--- config.mk ---
export PLATFORM = sky130hd
export DESIGN_NAME = ordered_list_engine_top
export DESIGN_NICKNAME = d
export VERILOG_FILES = /design/src/rtl/core/ole_pkg.sv /design/src/rtl/core/ordered_list_engine_top.sv /design/src/rtl/core/ole_ram.sv
export SDC_FILE = /design/constraint.sdc
export NUM_CORES = 2
export LEC_CHECK = 0
export BUFFER_PORTS_ARGS = -buffer_cell sky130_fd_sc_hd__buf_2
export CORE_AREA = 2 2 373 522
export DETAILED_ROUTE_END_ITERATION = 10
export DIE_AREA = 0 0 375 524
export HOLD_SLACK_MARGIN = 0.12
export PLACE_DENSITY = 0.7
export SKIP_LAST_GASP = 1
export SYNTH_ARGS = -nofsm -noshare
export SYNTH_HDL_FRONTEND = slang
export SYNTH_HIERARCHICAL = 1
export SYNTH_SLANG_ARGS = --single-unit
--- constraint.sdc ---
create_clock -name clk -period 6.8 [get_ports clk]
set_input_delay 0.68 -clock clk [delete_from_list [all_inputs] [get_ports clk]]
set_output_delay 0.68 -clock clk [all_outputs]
set_load 0.005 [all_outputs]
--- src/rtl/core/ole_pkg.sv ---
// ----------------------------------------------------------------------------
// ole_pkg
// Shared sizes, codes and types for the ordered list engine.
// ----------------------------------------------------------------------------
package ole_pkg;

	localparam int CAPACITY = 64;
	localparam int CNT_W    = $clog2(CAPACITY + 1);
	localparam int IDX_W    = $clog2(CAPACITY);
	localparam int VAL_W    = 32;
	localparam int POS_W    = 7;
	localparam int OP_W     = 2;
	localparam int STS_W    = 3;
	localparam int CMP_W    = (CNT_W > POS_W) ? CNT_W : POS_W;

	typedef enum logic [OP_W-1:0] {
		OP_APPEND    = 2'd0,
		OP_DEL_VALUE = 2'd1,
		OP_DEL_POS   = 2'd2,
		OP_LIST      = 2'd3
	} opcode_t;

	typedef enum logic [STS_W-1:0] {
		STS_DONE  = 3'd0,
		STS_NONE  = 3'd1,
		STS_FULL  = 3'd2,
		STS_ELEM  = 3'd3,
		STS_EMPTY = 3'd4
	} status_t;

	typedef enum logic [2:0] {
		S_IDLE,
		S_SEARCH,
		S_FETCH,
		S_SHIFT,
		S_LIST,
		S_REPLY
	} state_t;

endpackage

--- src/rtl/core/ordered_list_engine_top.sv ---
// ----------------------------------------------------------------------------
// ordered_list_engine_top
// Bounded ordered list of 32-bit values held in one RAM and walked by a
// small sequencer: append, delete by value, delete by position, listing.
// ----------------------------------------------------------------------------
//  channel  handshake            payload
//  in       in_valid / in_stall  opcode, item_value, target_position
//  out      out_valid/ out_stall status, element_value, element_position,
//                                entry_count, last_result
//
//  Every read of the list goes through the single RAM read port, one entry
//  a cycle except while out_stall pauses a listing.
//  in_stall is high from acceptance until the sequencer returns to idle.
//  Results sit in an output register; out_stall holds it and pauses a listing.
//  Reset clears the entry count and the sequencer state; the RAM needs no clearing.
// ----------------------------------------------------------------------------
module ordered_list_engine_top (
	input  logic                           clk,
	input  logic                           arst_n,
	input  logic                           in_valid,
	output logic                           in_stall,
	input  logic [ole_pkg::OP_W-1:0]       opcode,
	input  logic signed [ole_pkg::VAL_W-1:0] item_value,
	input  logic [ole_pkg::POS_W-1:0]      target_position,
	output logic                           out_valid,
	input  logic                           out_stall,
	output logic [ole_pkg::STS_W-1:0]      status,
	output logic signed [ole_pkg::VAL_W-1:0] element_value,
	output logic [ole_pkg::POS_W-1:0]      element_position,
	output logic [ole_pkg::POS_W-1:0]      entry_count,
	output logic                           last_result
);

	import ole_pkg::*;

	state_t             state_q, state_d;
	logic [CNT_W-1:0]   count_q;
	logic [IDX_W-1:0]   idx_q;
	logic [VAL_W-1:0]   val_q;
	status_t            rsts_q;
	logic [VAL_W-1:0]   rval_q;
	logic [CNT_W-1:0]   rpos_q;

	logic               out_valid_q;
	logic [STS_W-1:0]   status_q;
	logic [VAL_W-1:0]   value_q;
	logic [POS_W-1:0]   position_q;
	logic [POS_W-1:0]   ecount_q;
	logic               last_q;

	logic               accept;
	logic               can_push;
	logic               push;
	status_t            push_sts;
	logic [VAL_W-1:0]   push_val;
	logic [CNT_W-1:0]   push_pos;
	logic               push_last;
	opcode_t            op;
	logic               full;
	logic               pos_ok;
	logic               match;
	logic [CNT_W-1:0]   idx_inc;

	logic               ram_we;
	logic [IDX_W-1:0]   ram_waddr;
	logic [VAL_W-1:0]   ram_wdata;
	logic [IDX_W-1:0]   ram_raddr;
	logic [VAL_W-1:0]   ram_rdata;

	ole_ram #(
		.WIDTH(VAL_W),
		.DEPTH(CAPACITY)
	) u_ole_ram (
		.clk  (clk),
		.we   (ram_we),
		.waddr(ram_waddr),
		.wdata(ram_wdata),
		.raddr(ram_raddr),
		.rdata(ram_rdata)
	);

	assign op       = opcode_t'(opcode);
	assign accept   = in_valid && !in_stall;
	assign can_push = !out_valid_q || !out_stall;
	assign full     = (count_q >= CNT_W'(CAPACITY));
	assign pos_ok   = (CMP_W'(target_position) != '0) &&
	                  (CMP_W'(target_position) <= CMP_W'(count_q));
	assign match    = (ram_rdata == val_q);
	assign idx_inc  = CNT_W'(idx_q) + CNT_W'(1);

	// next state
	always_comb begin
		state_d = state_q;
		unique case (state_q)
			S_IDLE: begin
				if (accept) begin
					unique case (op)
						OP_APPEND:    state_d = S_REPLY;
						OP_DEL_VALUE: state_d = (count_q == '0) ? S_REPLY : S_SEARCH;
						OP_DEL_POS:   state_d = pos_ok ? S_FETCH : S_REPLY;
						OP_LIST:      state_d = (count_q == '0) ? S_REPLY : S_LIST;
						default:      state_d = S_IDLE;
					endcase
				end
			end
			S_SEARCH: begin
				if (match) begin
					state_d = S_SHIFT;
				end else if (idx_inc == count_q) begin
					state_d = S_REPLY;
				end
			end
			S_FETCH: state_d = S_SHIFT;
			S_SHIFT: begin
				if (idx_inc >= count_q) begin
					state_d = S_REPLY;
				end
			end
			S_LIST: begin
				if (can_push && (idx_inc == count_q)) begin
					state_d = S_IDLE;
				end
			end
			S_REPLY: begin
				if (can_push) begin
					state_d = S_IDLE;
				end
			end
			default: state_d = S_IDLE;
		endcase
	end

	// sequencer outputs
	always_comb begin
		in_stall  = 1'b1;
		ram_we    = 1'b0;
		ram_waddr = idx_q;
		ram_wdata = ram_rdata;
		ram_raddr = IDX_W'(idx_inc);
		push      = 1'b0;
		push_sts  = rsts_q;
		push_val  = rval_q;
		push_pos  = rpos_q;
		push_last = 1'b1;
		unique case (state_q)
			S_IDLE: begin
				in_stall  = 1'b0;
				ram_raddr = (op == OP_DEL_POS) ? IDX_W'(target_position - POS_W'(1)) : '0;
				ram_we    = accept && (op == OP_APPEND) && !full;
				ram_waddr = IDX_W'(count_q);
				ram_wdata = item_value;
			end
			S_SEARCH, S_FETCH: begin
				ram_raddr = IDX_W'(idx_inc);
			end
			S_SHIFT: begin
				// move the later entry down one place, fetch the one after it
				ram_we    = (idx_inc < count_q);
				ram_raddr = idx_q + IDX_W'(2);
			end
			S_LIST: begin
				// re-read the same entry while the output holds
				ram_raddr = can_push ? IDX_W'(idx_inc) : idx_q;
				push      = 1'b1;
				push_sts  = STS_ELEM;
				push_val  = ram_rdata;
				push_pos  = idx_inc;
				push_last = (idx_inc == count_q);
			end
			S_REPLY: begin
				push = 1'b1;
			end
			default: begin
				in_stall = 1'b1;
			end
		endcase
	end

	always_ff @(posedge clk or negedge arst_n) begin
		if (!arst_n) begin
			state_q <= S_IDLE;
			count_q <= '0;
		end else begin
			state_q <= state_d;
			if (accept && (op == OP_APPEND) && !full) begin
				count_q <= count_q + CNT_W'(1);
			end else if ((state_q == S_SHIFT) && (idx_inc >= count_q)) begin
				count_q <= count_q - CNT_W'(1);
			end
		end
	end

	always_ff @(posedge clk) begin
		unique case (state_q)
			S_IDLE: begin
				if (accept) begin
					val_q  <= item_value;
					idx_q  <= '0;
					rval_q <= '0;
					rpos_q <= '0;
					unique case (op)
						OP_APPEND: begin
							if (full) begin
								rsts_q <= STS_FULL;
							end else begin
								rsts_q <= STS_DONE;
								rpos_q <= count_q + CNT_W'(1);
							end
						end
						OP_DEL_VALUE: rsts_q <= STS_NONE;
						OP_DEL_POS: begin
							if (pos_ok) begin
								rsts_q <= STS_DONE;
								rpos_q <= CNT_W'(target_position);
								idx_q  <= IDX_W'(target_position - POS_W'(1));
							end else begin
								rsts_q <= STS_NONE;
							end
						end
						OP_LIST: rsts_q <= STS_EMPTY;
						default: rsts_q <= STS_NONE;
					endcase
				end
			end
			S_SEARCH: begin
				if (match) begin
					rsts_q <= STS_DONE;
					rval_q <= ram_rdata;
					rpos_q <= idx_inc;
				end else begin
					idx_q <= IDX_W'(idx_inc);
				end
			end
			S_FETCH: rval_q <= ram_rdata;
			S_SHIFT: begin
				if (idx_inc < count_q) begin
					idx_q <= IDX_W'(idx_inc);
				end
			end
			S_LIST: begin
				if (can_push) begin
					idx_q <= IDX_W'(idx_inc);
				end
			end
			S_REPLY: begin
			end
			default: begin
			end
		endcase
	end

	// output register
	always_ff @(posedge clk or negedge arst_n) begin
		if (!arst_n) begin
			out_valid_q <= 1'b0;
		end else if (can_push) begin
			out_valid_q <= push;
		end
	end

	always_ff @(posedge clk) begin
		if (can_push && push) begin
			status_q   <= push_sts;
			value_q    <= push_val;
			position_q <= POS_W'(push_pos);
			ecount_q   <= POS_W'(count_q);
			last_q     <= push_last;
		end
	end

	assign out_valid        = out_valid_q;
	assign status           = status_q;
	assign element_value    = value_q;
	assign element_position = position_q;
	assign entry_count      = ecount_q;
	assign last_result      = last_q;

endmodule

--- src/rtl/core/ole_ram.sv ---
// ----------------------------------------------------------------------------
// ole_ram
// Generic single-write, single-read RAM with registered read data.
// ----------------------------------------------------------------------------
module ole_ram #(
	parameter int WIDTH = 32,
	parameter int DEPTH = 64
) (
	input  logic                     clk,
	input  logic                     we,
	input  logic [$clog2(DEPTH)-1:0] waddr,
	input  logic [WIDTH-1:0]         wdata,
	input  logic [$clog2(DEPTH)-1:0] raddr,
	output logic [WIDTH-1:0]         rdata
);

	logic [WIDTH-1:0] mem_q [DEPTH];

	always_ff @(posedge clk) begin
		if (we) begin
			mem_q[waddr] <= wdata;
		end
		rdata <= mem_q[raddr];
	end

endmodule

==> impl_metrics.csv <==
group,metric,value,unit
synthesis,synth-edff-count,2178,
min_path,min_from,"target_position[6]",
synthesis,ys_types,65,
global_route,grt_use_total,0.216,
floorplan,start_util,0.449,
critical_path,crit_required,7.33,ns
min_path,min_path_cells,2,
placement,dp_hpwl,129000,um
floorplan,pin_count,97,
clock_tree,clockBufferDepth,3,
finish,final_common_cell,"edfxtp_1",
critical_path,cpPeakStageDelay,1.11,ns
synthesis,synth_ff_type,"edfxtp_1",
critical_path,rr_worst_depth,10,
critical_path,critical_path_buf_inv_count,1,
drt,wirelength,213000,um
synthesis,avgSynthCellArea,21.5,um^2
clock_tree,cts.sinks,2221,
global_route,grt_start_max_net_pins,115,
floorplan,fp.dieArea,0.197,mm^2
critical_path,r2r_slack,0.71,ns
global_route,antenna_found_initial,5,
synthesis,synthArstFlopShare,0.00495,
critical_path,cp_cell_sequence,"ha_1 -> nand3_1 -> xnor2_1 -> ha_1 -> and4_1 -> o21a_1 -> o31ai_1 -> nand3_1 -> nor2_4 -> buf_4",
pwr,vdd_ir_drop_max,0.202,mV
finish,fillers,14600,
sta,finalHoldViolations,0,
min_path,hp-class,"in -> reg",
clock_tree,path_clk_slew,0.07,ns
critical_path,timing.rr.end,"u_ole_ram/mem_q[21][29]",
drt,wl_per_cell,30.7,um
synthesis,syn-num-nets,4061,
sta,drv_slew,0,
drt,antenna_left,0,
finish,fin_util,0.507,
clock_tree,numCtsBuffers,187,
clock_tree,cts_tree,"built",
sta,holdWs,0.244,ns
sta,rsz0062_at_grt,"false",
finish,layout_common_cells,"2178 x edfxtp_1, 544 x mux4_2, 191 x clkbuf_16, 170 x nand2_1, 142 x buf_4",
run,maxCapViolCount,0,
clock_tree,ctsResizeCount,0,
synthesis,synth-seq-cells,2221,
clock_tree,clk_latency,0.83,ns
sta,tns,0,ns
drt,viasPerCell,6.06,
critical_path,crit_start,"idx_q[0]",
placement,postPlaceCellArea,0.0905,mm^2
finish,final_nets,4322,
finish,areaGrowthSynthToFinish,12.9,%
placement,gp_congestion,0.895,
critical_path,worstSetupStartpointType,"register",
sta,fin_crit_sh,0.895,
sta,fmax,164,MHz
synthesis,yosysSeqAreaShare,0.772,
global_route,grt_pass1_vias,42100,
drt,drt_pre_antenna_iters,5,
critical_path,slowest_stage,"nor2_4",
critical_path,r2r-start,"idx_q[0]",
clock_tree,htree_levels,4,
drt,vias,41900,
critical_path,crit_fanout,23,
finish,stdcell_area,0.0970,mm^2
critical_path,end_kind,"register",
placement,dp.cells,6530,
finish,final-instance-count-excl-fill,6916,
min_path,whs_endpoint,"rpos_q[6]",
sta,worst_clock_skew,0.0278,ns
critical_path,crit_family,"simple AND/OR/NAND/NOR gates",
floorplan,fp.dieH,524,um
finish,drive_above_1_share,0.269,
critical_path,critPathKind,"reg -> reg",
clock_tree,root_buffer,"clkbuf_16",
sta,relSlewSlack,0.0940,
pwr,powerDensity,264,mW/mm^2
synthesis,syn_area,0.0859,mm^2
global_route,overflow,0,
floorplan,num_rows,190,
drt,route.detailed.drc,0,
synthesis,yosys_warnings,6,
global_route,grt_pass1_wl,304000,um
outcome,status,"finished, final reports clean",
synthesis,syn_inst,3996,
sta,finalCriticalPeriod,6.09,ns
drt,drt-initial-drc-count,5293,
floorplan,core,0.191,mm^2
critical_path,critPathArrivalTime,6.62,ns
placement,io_buffers,96,
floorplan,fp.dieW,375,um
pwr,p_leak,0.0228,uW
sta,setup_viol,0,
sta,worstMarginPinSlew,1.36,ns
[sequential cells by signal, indices dropped and copies added (netlist names)]
register and flops:
rsts_q 3, idx_q 6, element_position 7, u_ole_ram/mem_q 2048, element_value 32, out_valid 1, status 3, rval_q 32
entry_count 7, rpos_q 7, count_q 7, state_q 3, last_result 1, val_q 32, u_ole_ram/rdata 32
[metal layers]
metal | up-vias | global-route usage | wire, um
met4 | 0 | 0.105 | 11300
li1 | 17200 | - | -
met2 | 2092 | 0.377 | 109000
met1 | 22300 | 0.267 | 76000
met5 | - | 0 | 0
met3 | 364 | 0.0311 | 15900
[logic make-up after synthesis]
kind of cell               synth area share
AOI/OAI and AO/OA                    0.0230
buffers and inverters                0.0126
adders and majority gates           0.00291
xor gates and xnor gates            0.00550
muxes                                 0.158
DFF                                   0.772
and+or+nand+nor                      0.0264
[worst max-delay path by stage]
stage | endpoint | depth (start not counted)
after floorplan | u_ole_ram/mem_q[49][0] | 10
after global placement | u_ole_ram/mem_q[5][12] | 10
after detailed placement | u_ole_ram/mem_q[21][29] | 10
after CTS | u_ole_ram/mem_q[5][3] | 10
after global routing | u_ole_ram/mem_q[21][29] | 10
final | u_ole_ram/mem_q[21][29] | 10
[power breakdown]
| group | internal [uW] | total, uW | switching, uW |
|---|---|---|---|
| clock network | 5970 | 10800 | 4800 |
| registers | 14800 | 14800 | 0.0000000000000158 |
| logic | 27.3 | 57.0 | 29.7 |
| total | 20800 | 25600 | 4830 |
[through the flow]
step / setup WS, ns / power, uW
after global routing: 0.431 / 26200
after detailed placement: 0.833 / 15100
after floorplan: 1.54 / 15100
after CTS: 0.805 / 25800
after global placement: 0.950 / 15100
final: 0.713 / 25600
[synth_stat cells (4+ instances only)]
master    instances  area share
and2_1           36      0.0026
xor2_1           36      0.0037
o31a_1            4     0.00041
xnor2_1          18      0.0018
nand4_1           8     0.00058
ha_1             20      0.0029
buf_1            22     0.00096
a41o_1            4     0.00047
o21ai_0          33      0.0019
mux2i_1          93       0.011
o32ai_1           5     0.00051
buf_6             5     0.00066
o221ai_1         27      0.0028
edfxtp_1       2178        0.76
nor4_1           13     0.00095
a221o_1           7     0.00082
nor2b_1          20      0.0015
nor2_1          165      0.0072
buf_2            60      0.0035
nand3_1          21      0.0012
o22ai_1          91      0.0066
mux4_2          544        0.14
dfrtp_1          11      0.0032
clkbuf_1        106      0.0046
mux2_2           32      0.0042
nand2b_1         15      0.0011
a21oi_1          79      0.0046
nand3b_1          6     0.00052
inv_1            16     0.00070
dfxtp_1          32      0.0075
or3_1             6     0.00044
nand2_1         170      0.0074
a311oi_1          9     0.00092
buf_4            25      0.0022
nor3_1           14     0.00082
a22oi_1          12      0.0010
and3_1            6     0.00044
[final cells by class]
cell class                      instances  area [um^2]  area share
Clock buffer                          235         5000      0.0516
Sequential cell                      2221        66300       0.684
Timing Repair Buffer                  290         2260      0.0233
Inverter                               16         60.1    0.000619
Antenna cell                            6         15.0    0.000155
Tap cell                             2496         3120      0.0322
Clock inverter                        111         1140      0.0118
Multi-Input combinational cell       1541        19100       0.197
[what timing repair did]
action | in CTS | in global routing
hold endpoints to repair | 43 | 0
hold buffers | 33 | 0
buffers inserted | 0 | 0
(Power assumes the default switching activity.)
